===== config.mk =====
export PLATFORM = sky130hd
export DESIGN_NAME = best_worst_fit_page_allocator_core
export DESIGN_NICKNAME = d
export VERILOG_FILES = /design/src/rtl/bwfpa_pkg.sv /design/src/rtl/bwfpa_ram.sv /design/src/rtl/bwfpa_scan.sv /design/src/rtl/best_worst_fit_page_allocator_core.sv
export SDC_FILE = /design/constraint.sdc
export NUM_CORES = 1
export LEC_CHECK = 0
export BUFFER_PORTS_ARGS = -buffer_cell sky130_fd_sc_hd__buf_2
export CAP_MARGIN = 0
export CELL_PAD_IN_SITES_DETAIL_PLACEMENT = 0
export CELL_PAD_IN_SITES_GLOBAL_PLACEMENT = 1
export CORE_MARGIN = 3
export CORE_UTILIZATION = 45
export CTS_CLUSTER_DIAMETER = 50
export DETAILED_ROUTE_END_ITERATION = 7
export GPL_TIMING_DRIVEN = 0
export PLACE_DENSITY_LB_ADDON = 0.08
export RECOVER_POWER = 50
export SLEW_MARGIN = 10
export SYNTH_ARGS = -nofsm -noshare
export SYNTH_HDL_FRONTEND = slang
export SYNTH_HIERARCHICAL = 1
export SYNTH_SLANG_ARGS = --single-unit

===== constraint.sdc =====
create_clock -name clk -period 3.9 [get_ports clk]
set_input_delay 1.17 -clock clk [delete_from_list [all_inputs] [get_ports clk]]
set_output_delay 1.17 -clock clk [all_outputs]
set_load 0.01 [all_outputs]

===== src/rtl/bwfpa_pkg.sv =====
// shared types and constants of the best/worst fit page allocator
package bwfpa_pkg;

	localparam int unsigned KB_PER_PAGE_SHIFT = 2;
	localparam int unsigned KB_ROUND = 3;
	localparam int unsigned MAX_REQ_PAGES = 128;
	localparam int unsigned NEED_W = 9;

	localparam logic [1:0] OP_ADD = 2'd0;
	localparam logic [1:0] OP_KILL = 2'd1;

	localparam logic [2:0] ST_ADDED = 3'd0;
	localparam logic [2:0] ST_RUNNING = 3'd1;
	localparam logic [2:0] ST_NO_MEM = 3'd2;
	localparam logic [2:0] ST_KILLED = 3'd3;
	localparam logic [2:0] ST_NOT_FOUND = 3'd4;
	localparam logic [2:0] ST_QUERY = 3'd5;
	localparam logic [2:0] ST_ZERO_SIZE = 3'd6;

	typedef struct packed {
		logic [1:0] operation;
		logic [7:0] program_id;
		logic [9:0] size_kb;
	} cmd_t;

	typedef struct packed {
		logic [2:0] status;
		logic [8:0] page_count;
		logic [4:0] first_page;
		logic [4:0] free_fragments;
	} result_t;

	typedef struct packed {
		logic clr;
		logic step;
		logic free;
	} scan_ctl_t;

endpackage


===== src/rtl/bwfpa_ram.sv =====
// generic single write port ram with registered read
module bwfpa_ram #(
	parameter int WIDTH = 8,
	parameter int DEPTH = 32
) (
	input  logic                     clk,
	input  logic                     we,
	input  logic [$clog2(DEPTH)-1:0] waddr,
	input  logic [WIDTH-1:0]         wdata,
	input  logic [$clog2(DEPTH)-1:0] raddr,
	output logic [WIDTH-1:0]         rdata
);

	logic [WIDTH-1:0] mem_q [DEPTH];

	always_ff @(posedge clk) begin
		if (we) begin
			mem_q[waddr] <= wdata;
		end
		rdata <= mem_q[raddr];
	end

endmodule


===== src/rtl/bwfpa_scan.sv =====
// free run tracker: fragment count and best or worst fitting run, one page a step
module bwfpa_scan #(
	parameter int TOTAL_PAGES = 32
) (
	input  logic                                     clk,
	input  logic                                     arst_n,
	input  bwfpa_pkg::scan_ctl_t                     ctl,
	input  logic [$clog2(TOTAL_PAGES)-1:0]           page,
	input  logic [bwfpa_pkg::NEED_W-1:0]             need,
	input  logic                                     best_fit,
	output logic [$clog2(TOTAL_PAGES+1)-1:0]         frag,
	output logic                                     found,
	output logic [$clog2(TOTAL_PAGES)-1:0]           best_start,
	output logic [$clog2(TOTAL_PAGES+1)-1:0]         best_len
);

	import bwfpa_pkg::*;

	localparam int IW = $clog2(TOTAL_PAGES);
	localparam int AW = $clog2(TOTAL_PAGES + 1);
	localparam int CW = (AW > NEED_W) ? AW : NEED_W;

	logic [AW-1:0] run_len_q;
	logic [IW-1:0] run_start_q;
	logic [AW-1:0] frag_q;
	logic          found_q;
	logic [IW-1:0] best_start_q;
	logic [AW-1:0] best_len_q;
	logic          fits;
	logic          better;
	logic          take;

	assign fits = (run_len_q != '0) && (CW'(run_len_q) >= CW'(need));
	assign better = best_fit ? (run_len_q < best_len_q) : (run_len_q > best_len_q);
	assign take = fits && (!found_q || better);

	always_ff @(posedge clk or negedge arst_n) begin
		if (!arst_n) begin
			run_len_q <= '0;
			run_start_q <= '0;
			frag_q <= '0;
			found_q <= 1'b0;
			best_start_q <= '0;
			best_len_q <= '0;
		end else if (ctl.clr) begin
			run_len_q <= '0;
			run_start_q <= '0;
			frag_q <= '0;
			found_q <= 1'b0;
			best_start_q <= '0;
			best_len_q <= '0;
		end else if (ctl.step) begin
			if (ctl.free) begin
				if (run_len_q == '0) begin
					run_start_q <= page;
					frag_q <= frag_q + AW'(1);
				end
				run_len_q <= run_len_q + AW'(1);
			end else begin
				if (take) begin
					found_q <= 1'b1;
					best_start_q <= run_start_q;
					best_len_q <= run_len_q;
				end
				run_len_q <= '0;
			end
		end
	end

	assign frag = frag_q;
	assign found = found_q;
	assign best_start = best_start_q;
	assign best_len = best_len_q;

endmodule


===== src/rtl/best_worst_fit_page_allocator_core.sv =====
// page allocator core: command sequencer, page map and result register
//
// channel   direction  handshake                      payload
// command   in         start, accepted when busy low  cmd (cmd_t)
// result    out        done, one cycle, no stall      result (result_t)
// config    in         cfg_we                         cfg_wdata (fit mode)
//
// every command scans the page map once through the single write port owner ram,
// one page a cycle; a successful add then writes its pages one a cycle
// reset clears the fit mode and marks every page free through the used bits
// results leave on done for one cycle; the receiver cannot stall them
module best_worst_fit_page_allocator_core #(
	parameter int TOTAL_PAGES = 32,
	parameter int ID_BITS = 8
) (
	input  logic                 clk,
	input  logic                 arst_n,
	input  logic                 start,
	output logic                 busy,
	input  bwfpa_pkg::cmd_t      cmd,
	output logic                 done,
	output bwfpa_pkg::result_t   result,
	input  logic                 cfg_we,
	input  logic                 cfg_wdata
);

	import bwfpa_pkg::*;

	localparam int IW = $clog2(TOTAL_PAGES);
	localparam int AW = $clog2(TOTAL_PAGES + 1);
	localparam int CW = (AW > NEED_W) ? AW : NEED_W;

	typedef enum logic [4:0] {
		S_IDLE   = 5'b00001,
		S_SCAN   = 5'b00010,
		S_FLUSH  = 5'b00100,
		S_DECIDE = 5'b01000,
		S_WRITE  = 5'b10000
	} state_t;

	state_t state_q;
	logic   done_q;
	logic   fit_mode_q;

	logic [1:0]         op_q;
	logic [ID_BITS-1:0] id_q;
	logic [NEED_W-1:0]  need_q;
	logic               zero_q;

	logic [TOTAL_PAGES-1:0] used_q;
	logic [AW-1:0]          addr_q;
	logic                   v_s1;
	logic [IW-1:0]          p_s1;
	logic                   used_s1;
	logic [IW-1:0]          k_q;

	logic               present_q;
	logic               any_q;
	logic [IW-1:0]      kill_first_q;
	logic [AW-1:0]      kill_count_q;
	result_t            result_q;

	logic [ID_BITS-1:0] rd_id;
	logic               issue;
	logic               match;
	logic               accept;
	logic               ram_we;
	logic [IW-1:0]      wr_idx;
	logic [NEED_W-1:0]  need_next;
	logic               last_write;

	scan_ctl_t          sctl;
	logic [AW-1:0]      frag;
	logic               found;
	logic [IW-1:0]      best_start;
	logic [AW-1:0]      best_len;

	assign accept = start && !busy;
	assign issue = (state_q == S_SCAN) && (addr_q != AW'(TOTAL_PAGES));
	assign match = v_s1 && used_s1 && (rd_id == id_q);
	assign wr_idx = IW'(best_start + k_q);
	assign ram_we = (state_q == S_WRITE);
	assign last_write = ((NEED_W'(k_q) + NEED_W'(1)) == need_q);
	assign need_next = NEED_W'((11'(cmd.size_kb) + 11'(KB_ROUND)) >> KB_PER_PAGE_SHIFT);

	always_comb begin
		sctl.clr = accept;
		sctl.step = ((state_q == S_SCAN) && v_s1) || (state_q == S_FLUSH);
		sctl.free = (state_q == S_SCAN) && (!used_s1 || (match && (op_q == OP_KILL)));
	end

	bwfpa_ram #(
		.WIDTH(ID_BITS),
		.DEPTH(TOTAL_PAGES)
	) u_owner_ram (
		.clk  (clk),
		.we   (ram_we),
		.waddr(wr_idx),
		.wdata(id_q),
		.raddr(addr_q[IW-1:0]),
		.rdata(rd_id)
	);

	bwfpa_scan #(
		.TOTAL_PAGES(TOTAL_PAGES)
	) u_scan (
		.clk       (clk),
		.arst_n    (arst_n),
		.ctl       (sctl),
		.page      (p_s1),
		.need      (need_q),
		.best_fit  (fit_mode_q),
		.frag      (frag),
		.found     (found),
		.best_start(best_start),
		.best_len  (best_len)
	);

	always_ff @(posedge clk or negedge arst_n) begin
		if (!arst_n) begin
			fit_mode_q <= 1'b0;
		end else if (cfg_we) begin
			fit_mode_q <= cfg_wdata;
		end
	end

	always_ff @(posedge clk) begin
		if (accept) begin
			op_q <= cmd.operation;
			id_q <= ID_BITS'(cmd.program_id);
			need_q <= need_next;
			zero_q <= (cmd.size_kb == '0);
		end
		p_s1 <= addr_q[IW-1:0];
		used_s1 <= used_q[addr_q[IW-1:0]];
	end

	always_ff @(posedge clk or negedge arst_n) begin
		if (!arst_n) begin
			state_q <= S_IDLE;
			done_q <= 1'b0;
			used_q <= '0;
			addr_q <= '0;
			v_s1 <= 1'b0;
			k_q <= '0;
			present_q <= 1'b0;
			any_q <= 1'b0;
			kill_first_q <= '0;
			kill_count_q <= '0;
			result_q <= '0;
		end else begin
			done_q <= 1'b0;
			v_s1 <= issue;
			unique case (state_q)
				S_IDLE: begin
					if (accept) begin
						addr_q <= '0;
						present_q <= 1'b0;
						any_q <= 1'b0;
						kill_first_q <= '0;
						kill_count_q <= '0;
						state_q <= S_SCAN;
					end
				end
				S_SCAN: begin
					if (issue) begin
						addr_q <= addr_q + AW'(1);
					end
					if (match) begin
						present_q <= 1'b1;
						if (op_q == OP_KILL) begin
							used_q[p_s1] <= 1'b0;
							kill_count_q <= kill_count_q + AW'(1);
							if (!any_q) begin
								kill_first_q <= p_s1;
							end
							any_q <= 1'b1;
						end
					end
					if (v_s1 && (p_s1 == IW'(TOTAL_PAGES - 1))) begin
						state_q <= S_FLUSH;
					end
				end
				S_FLUSH: begin
					state_q <= S_DECIDE;
				end
				S_DECIDE: begin
					result_q.status <= ST_QUERY;
					result_q.page_count <= '0;
					result_q.first_page <= '0;
					result_q.free_fragments <= 5'(frag);
					state_q <= S_IDLE;
					done_q <= 1'b1;
					if (op_q == OP_ADD) begin
						if (zero_q) begin
							result_q.status <= ST_ZERO_SIZE;
						end else if (need_q > NEED_W'(MAX_REQ_PAGES)) begin
							result_q.status <= ST_NO_MEM;
						end else if (present_q) begin
							result_q.status <= ST_RUNNING;
						end else if (!found) begin
							result_q.status <= ST_NO_MEM;
						end else begin
							result_q.status <= ST_ADDED;
							result_q.page_count <= need_q;
							result_q.first_page <= 5'(best_start);
							if (CW'(best_len) == CW'(need_q)) begin
								result_q.free_fragments <= 5'(frag - AW'(1));
							end
							k_q <= '0;
							done_q <= 1'b0;
							state_q <= S_WRITE;
						end
					end else if (op_q == OP_KILL) begin
						if (any_q) begin
							result_q.status <= ST_KILLED;
							result_q.page_count <= NEED_W'(kill_count_q);
							result_q.first_page <= 5'(kill_first_q);
						end else begin
							result_q.status <= ST_NOT_FOUND;
						end
					end
				end
				S_WRITE: begin
					used_q[wr_idx] <= 1'b1;
					k_q <= k_q + IW'(1);
					if (last_write) begin
						done_q <= 1'b1;
						state_q <= S_IDLE;
					end
				end
				default: begin
					state_q <= S_IDLE;
				end
			endcase
		end
	end

	assign busy = (state_q != S_IDLE) || done_q;
	assign done = done_q;
	assign result = result_q;

`ifndef SYNTH
	a_done_single: assert property (@(posedge clk) disable iff (!arst_n)
		done |=> !done)
		else $error("result strobe held longer than one cycle");

	a_accept_busy: assert property (@(posedge clk) disable iff (!arst_n)
		(start && !busy) |=> busy)
		else $error("command accepted without going busy");

	a_added_pages: assert property (@(posedge clk) disable iff (!arst_n)
		(done && (result.status == ST_ADDED)) |-> (result.page_count != '0))
		else $error("add reported without pages");
`endif

endmodule

==> qor.txt, run 1 <==
Congestion Overflow GR - 0
clock power share - 0.386
CTS tree - built
worst setup margin - 0.216 ns
Peak Freq - 0.271 GHz
Die Span Y - 203 um
crit path time final - 3.68 ns
setup TNS - 0 ns
CTS Buf Count - 47
Hold Crit Class - reg2reg
CP bufs+invs - 2
CP most frequent cell - nor2_2
htree depth - 2
clk_lat worst skew - 0.59 ns
Syn Nets - 1162
measured slew at the worst slew-check pin - 1.87 ns
Ant. Diodes - 0
routed vias - 10100
worst path arrival time - 3.91 ns
Slew Limit Fails - 33
FF/Latch Area - 11400 um2
Clock Path Buffers - 3
Multi-input gate area - 5650 um2
# DRC - 0
Critical Setup Path Class - reg2reg
Clock transition at path regs - 0.06 ns
cell count along the critical path - 10
initial antenna violation count - 0
run status - complete, but fails checks
Via density - 5.68
initial drt markers - 710
first-pass GRT wire length - 66.2 mm
Final period util - 0.945
vias in the first global route - 10500
Final Routed Wirelength - 43.4 mm
PwrDens - 567 nW/um2
Final ANT Viol Nets - 0
max_slew headroom - -0.248
Reg power frac - 0.441
Setup violations, final - 0
failing checks - max-capacitance violations, max-slew violations
Die Area - 41200 um2
power share of the combinational group - 0.173
Filler Cell Count - 3196
max cap viols - 1
Crit Path Max Fanout - 24
synthesized area per cell - 15.7 um2
switching pwr - 0.00311 W
Sw Share - 0.275
Slowest cell on crit path - or3b_2
final hold vios - 0
worst stage delay on the critical path - 0.63 ns
Avg WL per Cell - 24.4 um
Final #Nets - 1281
clk root buf - clkbuf_16
row cnt - 71
WHS - 0.400 ns
share of cells above drive strength 1 - 0.215
Hold Crit Depth - 0
area of the mapped netlist - 17500 um2
Worst Setup Start Kind - flop
clock sinks - 404
initial cell density of the core - 0.460
CP top delay family - simple AND/OR/NAND/NOR gates
crit path cell chain - ha_1 > inv_1 > fa_1 > nor2b_1 > o21ai_0 > and3_1 > nor2_2 > inv_2 > or3b_2 > nor2_2
Clock Skew - 0.0270 ns
internal power - 0.00822 W
maximum VDD drop - 0.355 mV
# port buffers - 48
I/O Pins - 49
pre-CTS setup slack - -0.551 ns
largest net degree at the start of global routing - 84
DIE WIDTH - 203 um
Ys Warns - 6
Syn-to-layout area delta - 14.6%
drt first pass iters - 5
Placeable Area - 37900 um2
R2R cell count - 10
Placer Congestion - 0.789
All-Layer GR Usage - 0.215
Critical Path RT - 4.12 ns
Cells after Synth - 1112
Detailed Place HPWL - 28.1 mm
CP endpoint kind - flop
LEAKAGE - 7.22 nW
==> stage by stage <==
stage	std cells	util	total power (W)	area [um2]
global route	1780	0.527	0.0118	20000
global placement	1671	0.483	0.00703	18300
floorplan	1112	-	0.00634	17500
finish	1780	0.527	0.0113	20000
detailed placement	1673	0.485	0.00705	18400
CTS	1769	0.529	0.0115	20100
==> worst register-to-register path, cell delays in order, from the launching register on <==
cell and delay (ns):
dfrtp_1 0.46, ha_1 0.22, inv_1 0.06, fa_1 0.40, nor2b_1 0.12, o21ai_0 0.10
and3_1 0.25, nor2_2 0.30, inv_2 0.31, or3b_2 0.64, nor2_2 0.47
==> cell usage in the layout, fill, tap and decap left out, types with 23 or more instances in the layout <==
cell type	instances
buf_2	46
clkbuf_1	67
clkbuf_16	48
dfrtp_1	113
edfxtp_1	276
ha_1	24
inv_1	34
mux4_2	90
nand2_1	41
nand2b_1	31
nand3_1	24
nor2_1	82
o31ai_1	50
xnor2_1	23
==> power groups by stage <==
stage	sequential, W	clock [W]	combinational, W
after floorplan	0.00508	0	0.00127
after global placement	0.00523	0	0.00180
after detailed placement	0.00522	0	0.00183
after CTS	0.00505	0.00447	0.00198
after global routing	0.00501	0.00464	0.00211
final	0.00500	0.00438	0.00196
==> final timing paths <==
kind / from / slack, ns / end
max reg2reg: k_q[0] / 0.22 / u_owner_ram/mem_q[8][4]
min reg2reg: addr_q[2] / 0.40 / p_s1[2]
min in group asynchronous: arst_n / 1.10 / result[0]
max in group asynchronous: arst_n / 0.64 / used_q[13]
max: k_q[0] / 0.22 / u_owner_ram/mem_q[8][4]
min: addr_q[2] / 0.40 / p_s1[2]
==> layout make-up <==
type	instances	share of cell area
buffer	53	0.0133
clock inverter	30	0.0158
timing repair buffer	71	0.0166
multi-input combinational	618	0.283
inverter	36	0.00676
tap	511	0.0320
clock buffer	57	0.0618
sequential	404	0.571
==> sequential cells by signal, indices dropped and copies added, names as in the netlist, 6 cells and up <==
register / count
used_q: 32
result: 22
addr_q: 6
u_scan/best_len: 6
need_q: 9
u_owner_ram/rdata: 8
kill_count_q: 6
u_scan/run_len_q: 6
id_q: 8
u_owner_ram/mem_q: 256
==> routing by layer <==
layer | wire length (um) | track usage | up-vias
met5 | 0 | 0 | -
met2 | 21300 | 0.360 | 238
met3 | 1790 | 0.0372 | 85
met4 | 1590 | 0.0839 | 0
met1 | 18700 | 0.284 | 5204
li1 | - | - | 4577
==> timing repair <==
action | CTS | global route
buffers inserted | 10 | 11
endpoints found under the setup margin | 282 | 212
hold buffers | 0 | 0
gates resized for setup | 5 | 11
Note: power is estimated with default switching activity, not from simulation.
==> inputs of run 2 (changes only) <==
Settings changed: CELL_PAD_IN_SITES_DETAIL_PLACEMENT 0 to not set, CELL_PAD_IN_SITES_GLOBAL_PLACEMENT 1 to not set, TNS_END_PERCENT set to 50.
==> qor.txt, run 2 (synthesized netlist as in run 1, its figures left out) <==
run status - complete, but fails checks (unchanged)
failing checks - max-capacitance violations, max-slew violations (unchanged)
number of flip-flops under the largest register name - 256 (unchanged)
Slew Limit Fails - 30 (was 33)
RSZ-0062 raised after global routing - yes
final hold vios - 0 (unchanged)
clock power share - 0.369 (was 0.386)
Die Span Y - 203 um (unchanged)
crit path time final - 3.81 ns (was 3.68 ns)
All-Layer GR Usage - 0.214 (was 0.215)
CP top delay family - simple AND/OR/NAND/NOR gates (unchanged)
Placer Congestion - 0.817 (was 0.789)
RR Startpoint - k_q[0] (unchanged)
Setup crit end - u_owner_ram/mem_q[18][3] (was u_owner_ram/mem_q[8][4])
first-pass GRT wire length - 65.4 mm (was 66.2 mm)
most frequent cells in the layout - edfxtp_1, dfrtp_1, mux4_2 (unchanged)
setup slack, reg-to-reg - 0.09 ns (was 0.22 ns)
Clock transition at path regs - 0.06 ns (about the same)
worst setup margin - 0.0858 ns (was 0.216 ns)
Congestion Overflow GR - 0 (unchanged)
worst stage delay on the critical path - 0.64 ns (was 0.63 ns)
pre-CTS setup slack - -0.529 ns (was -0.551 ns)
initial cell density of the core - 0.460 (unchanged)
Final ANT Viol Nets - 0 (unchanged)
Core Util, Final - 0.524 (was 0.527)
Worst Setup Start Kind - flop (unchanged)
CP endpoint kind - flop (unchanged)
CTS tree - built (unchanged)
most common cell after layout, fill and taps aside - edfxtp_1 (unchanged)
Placeable Area - 37900 um2 (unchanged)
LEAKAGE - 7.19 nW (was 7.22 nW)
Syn-to-layout area delta - 14.0% (was 14.6%)
design area - 19900 um2 (was 20000 um2)
I/O Pins - 49 (unchanged)
Critical Path Source - k_q[0] (unchanged)
routed vias - 10100 (about the same)
R2R cell count - 10 (unchanged)
Clock Path Buffers - 3 (unchanged)
measured slew at the worst slew-check pin - 1.70 ns (was 1.87 ns)
Reg with most FFs - u_owner_ram/mem_q (unchanged)
Reg power frac - 0.451 (was 0.441)
share of cells above drive strength 1 - 0.208 (was 0.215)
switching pwr - 0.00306 W (was 0.00311 W)
drt first pass iters - 5 (unchanged)
clk root buf - clkbuf_16 (unchanged)
Final #Nets - 1283 (was 1281)
Slowest cell on crit path - nor2_1 (was or3b_2)
maximum VDD drop - 0.417 mV (was 0.355 mV)
CTS Buf Count - 45 (was 47)
Critical Setup Path Class - reg2reg (unchanged)
max cap viols - 1 (unchanged)
clock sinks - 404 (unchanged)
Avg WL per Cell - 24.4 um (about the same)
Ant. Diodes - 0 (unchanged)
Clock Skew - 0.0111 ns (was 0.0270 ns)
power share of the combinational group - 0.180 (was 0.173)
# port buffers - 48 (unchanged)
Sw Share - 0.276 (was 0.275)
Final Routed Wirelength - 43.4 mm (about the same)
DIE WIDTH - 203 um (unchanged)
htree depth - 2 (unchanged)
DP Area - 18400 um2 (about the same)
Via density - 5.66 (was 5.68)
Final period util - 0.978 (was 0.945)
Die Area - 41200 um2 (unchanged)
Detailed Place HPWL - 27.1 mm (was 28.1 mm)
RR Endpoint - u_owner_ram/mem_q[18][3] (was u_owner_ram/mem_q[8][4])
max_slew headroom - -0.133 (was -0.248)
Peak Freq - 0.262 GHz (was 0.271 GHz)
crit path cell chain - ha_1 > inv_1 > fa_1 > nor2b_1 > o21ai_0 > a21oi_1 > nor2_2 > inv_2 > or3b_2 > nor2_1 (was ha_1 > inv_1 > fa_1 > nor2b_1 > o21ai_0 > and3_1 > nor2_2 > inv_2 > or3b_2 > nor2_2)
initial drt markers - 774 (was 710)
Hold Crit Class - reg2reg (unchanged)
clk_lat worst skew - 0.58 ns (was 0.59 ns)
Setup violations, final - 0 (unchanged)
vias in the first global route - 10200 (was 10500)
internal power - 0.00801 W (was 0.00822 W)
PwrDens - 557 nW/um2 (was 567 nW/um2)
largest net degree at the start of global routing - 87 (was 84)
Crit Path Max Fanout - 24 (unchanged)
Critical Path RT - 4.11 ns (was 4.12 ns)
CP bufs+invs - 2 (unchanged)
worst path arrival time - 4.02 ns (was 3.91 ns)
cell count along the critical path - 10 (unchanged)
row cnt - 71 (unchanged)
# DRC - 0 (unchanged)
Hold Crit Depth - 0 (unchanged)
initial antenna violation count - 0 (unchanged)
-- run 2: cell count changes in the layout (fill, tap and decap cells not counted), moves of 2 or more --
cell | previous run | this run
nor2_1 | 82 | 88
clkinv_1 | 6 | 11
clkbuf_1 | 67 | 65
clkbuf_16 | 48 | 45
nor2_2 | 15 | 8
clkinv_4 | 4 | 2
buf_2 | 46 | 51
-- run 2: per-stage QoR --
step           instances  hold slack [ns]  TNS [ns]  total power [W]
2_1_floorplan       1112            0.364         0          0.00634
3_3_place_gp        1671            0.400    -76.98          0.00702
3_5_place_dp        1672            0.413    -95.67          0.00703
4_1_cts             1765            0.421     -5.24           0.0112
5_1_grt             1780            0.446     -3.93           0.0115
6_report            1780            0.422         0           0.0111
-- run 2: layout make-up --
cell class              count  area [um2]
multi-input cells         618        5660
fillers                  3196       18000
inverters                  36         135
repair buffers             75         357
clock buffers              55        1160
clock inverters            28         246
plain buffers              53         267
flip-flops and latches    404       11400
well taps                 511         639
-- run 2: worst min-delay path by stage --
stage	slack [ns]	end	start
after global routing	0.45	p_s1[2]	addr_q[2]
after CTS	0.42	p_s1[2]	addr_q[2]
final	0.42	p_s1[2]	addr_q[2]
after detailed placement	0.41	p_s1[2]	addr_q[2]
after global placement	0.40	p_s1[2]	addr_q[2]
after floorplan	0.36	p_s1[2]	addr_q[2]
-- run 2: per-layer routing --
metal,up-vias,part of all wire,GRT usage
li1,4579,-,-
met1,5156,0.43,0.291
met2,267,0.49,0.353
met3,77,0.054,0.0435
met4,0,0.027,0.0658
met5,-,0,0
-- run 2: power groups by stage --
| stage | Combinational [W] | Clock (W) | Sequential [W] |
|---|---|---|---|
| final | 0.00199 | 0.00409 | 0.00500 |
| after detailed placement | 0.00180 | 0 | 0.00523 |
| after global routing | 0.00214 | 0.00437 | 0.00501 |
| after floorplan | 0.00127 | 0 | 0.00508 |
| after global placement | 0.00180 | 0 | 0.00523 |
| after CTS | 0.00199 | 0.00419 | 0.00505 |
-- run 2: what timing repair did --
action                                  in CTS  in global routing
gates cloned                                 0                  0
resized for setup                            3                  7
hold buffers                                 0                  0
pin swaps                                    0                  0
endpoints found under the setup margin     282                193
buffers inserted                            11                 15
==> inputs of run 3 (changes only) <==
Settings changed: SETUP_SLACK_MARGIN set to 0.1.
==> qor.txt, run 3 (synthesized netlist as in run 1, its figures left out) <==
final hold vios - 0 (unchanged)
Final #Nets - 1281 (was 1283)
Peak Freq - 0.272 GHz (was 0.262 GHz)
largest net degree at the start of global routing - 87 (unchanged)
initial drt markers - 726 (was 774)
LEAKAGE - 7.18 nW (was 7.19 nW)
max cap viols - 1 (unchanged)
Filler Cell Count - 3202 (was 3196)
Reg power frac - 0.451 (about the same)
routed vias - 10200 (was 10100)
Slew Limit Fails - 30 (unchanged)
RSZ-0062 raised after global routing - yes (unchanged)
crit path time final - 3.67 ns (was 3.81 ns)
row cnt - 71 (unchanged)
Via density - 5.71 (was 5.66)
Hold Crit Class - reg2reg (unchanged)
PwrDens - 555 nW/um2 (was 557 nW/um2)
measured slew at the worst slew-check pin - 1.67 ns (was 1.70 ns)
clock sinks - 404 (unchanged)
crit path cell chain - ha_1 > inv_1 > fa_1 > nor2b_1 > o21ai_0 > and3_1 > nor2_2 > inv_2 > clkbuf_4 > nor2_1 > nand2_1 > nor2_1 (was ha_1 > inv_1 > fa_1 > nor2b_1 > o21ai_0 > a21oi_1 > nor2_2 > inv_2 > or3b_2 > nor2_1)
initial antenna violation count - 0 (unchanged)
failing checks - max-capacitance violations, max-slew violations (unchanged)
Critical Setup Path Class - reg2reg (unchanged)
clk_lat worst skew - 0.58 ns (about the same)
Final period util - 0.942 (was 0.978)
CP endpoint kind - flop (unchanged)
# port buffers - 48 (unchanged)
CP most frequent cell - nor2_1
Setup violations, final - 0 (unchanged)
max_slew headroom - -0.113 (was -0.133)
# DRC - 0 (unchanged)
clock power share - 0.370 (was 0.369)
Placeable Area - 37900 um2 (unchanged)
maximum VDD drop - 0.417 mV (about the same)
worst stage delay on the critical path - 0.69 ns (was 0.64 ns)
run status - complete, but fails checks (unchanged)
vias in the first global route - 10200 (about the same)
Worst Setup Start Kind - flop (unchanged)
worst setup margin - 0.225 ns (was 0.0858 ns)
Crit Path Max Fanout - 17 (was 24)
Die Area - 41200 um2 (unchanged)
CTS Buf Count - 45 (unchanged)
Placer Congestion - 0.817 (unchanged)
pre-CTS setup slack - -0.529 ns (unchanged)
most common cell after layout, fill and taps aside - edfxtp_1 (unchanged)
Ant. Diodes - 0 (unchanged)
All-Layer GR Usage - 0.215 (was 0.214)
internal power - 0.00801 W (about the same)
power share of the combinational group - 0.179 (was 0.180)
Final Routed Wirelength - 43.6 mm (was 43.4 mm)
CTS tree - built (unchanged)
htree depth - 2 (unchanged)
clk root buf - clkbuf_16 (unchanged)
Die Span Y - 203 um (unchanged)
number of flip-flops under the largest register name - 256 (unchanged)
I/O Pins - 49 (unchanged)
Congestion Overflow GR - 0 (unchanged)
Final ANT Viol Nets - 0 (unchanged)
Detailed Place HPWL - 27.1 mm (unchanged)
worst path arrival time - 3.88 ns (was 4.02 ns)
Avg WL per Cell - 24.5 um (was 24.4 um)
initial cell density of the core - 0.460 (unchanged)
Pwr Total - 0.0111 W (about the same)
switching pwr - 0.00306 W (about the same)
WHS - 0.424 ns (was 0.422 ns)
Clock transition at path regs - 0.06 ns (about the same)
Critical Path RT - 4.11 ns (about the same)
drt first pass iters - 5 (unchanged)
Clock Skew - 0.0140 ns (was 0.0111 ns)
DP Area - 18400 um2 (unchanged)
most frequent cells in the layout - edfxtp_1, dfrtp_1, mux4_2 (unchanged)
Slowest cell on crit path - nor2_1 (unchanged)
Sw Share - 0.276 (about the same)
DIE WIDTH - 203 um (unchanged)
cts hold-fix bufs - 0 (unchanged)
design area - 20000 um2 (was 19900 um2)
Clock Path Buffers - 3 (unchanged)
Reg with most FFs - u_owner_ram/mem_q (unchanged)
setup TNS - 0 ns (unchanged)
share of cells above drive strength 1 - 0.223 (was 0.208)
first-pass GRT wire length - 65.5 mm (was 65.4 mm)
Syn-to-layout area delta - 14.3% (was 14.0%)
==> run 3: routing by layer <==
| metal | part of all wire | up-vias | routed length [um] | track usage |
|---|---|---|---|---|
| met5 | 0 | - | 0 | 0 |
| met2 | 0.49 | 275 | 21400 | 0.351 |
| li1 | - | 4584 | - | - |
| met4 | 0.031 | 0 | 1340 | 0.0715 |
| met3 | 0.055 | 83 | 2410 | 0.0446 |
| met1 | 0.42 | 5218 | 18500 | 0.291 |
==> run 3: final cells by class <==
type / instances / area, um2 / area share
clock buffer: 55 / 1160 / 0.0583
buffer: 54 / 274 / 0.0137
sequential: 404 / 11400 / 0.572
multi-input combinational: 618 / 5730 / 0.287
inverter: 36 / 135 / 0.00677
tap: 511 / 639 / 0.0320
timing repair buffer: 72 / 342 / 0.0171
clock inverter: 28 / 246 / 0.0124
==> run 3: power by group through the flow <==
| stage | logic (W) | registers [W] | clock network (W) |
|---|---|---|---|
| after global placement | 0.00180 | 0.00523 | 0 |
| after global routing | 0.00214 | 0.00501 | 0.00437 |
| after CTS | 0.00201 | 0.00504 | 0.00419 |
| final | 0.00198 | 0.00499 | 0.00409 |
| after detailed placement | 0.00180 | 0.00523 | 0 |
| after floorplan | 0.00127 | 0.00508 | 0 |
==> run 3: worst paths after layout <==
check | startpoint | end | slack, ns | cells past startpoint
setup reg to reg | k_q[0] | u_owner_ram/mem_q[6][1] | 0.23 | 12
min in group asynchronous | arst_n | result[18] | 1.03 | 1
hold / removal | addr_q[2] | p_s1[2] | 0.42 | 0
setup / recovery | k_q[0] | u_owner_ram/mem_q[6][1] | 0.23 | 12
max in group asynchronous | arst_n | u_scan/best_len[5] | 0.73 | 2
hold reg to reg | addr_q[2] | p_s1[2] | 0.42 | 0
==> run 3: what timing repair did <==
action,in CTS,in global routing
setup buffers,12,11
gates cloned,0,0
resized for setup,22,20
setup endpoints to repair,282,268
==> run 3: through the flow <==
step | util | std cells
after global routing | 0.526 | 1778
after floorplan | - | 1112
after CTS | 0.527 | 1767
after global placement | 0.483 | 1671
final | 0.526 | 1778
after detailed placement | 0.484 | 1672
==> run 3: critical path: cells and delay by family, from the launching register on <==
kind	cells	cell delay (ns)
buffers and inverters	3	0.50
AO/OA/AOI/OAI	1	0.10
AND/OR/NAND/NOR	6	1.62
flip-flops	1	0.47
adder cells (fa/ha/maj)	2	0.61
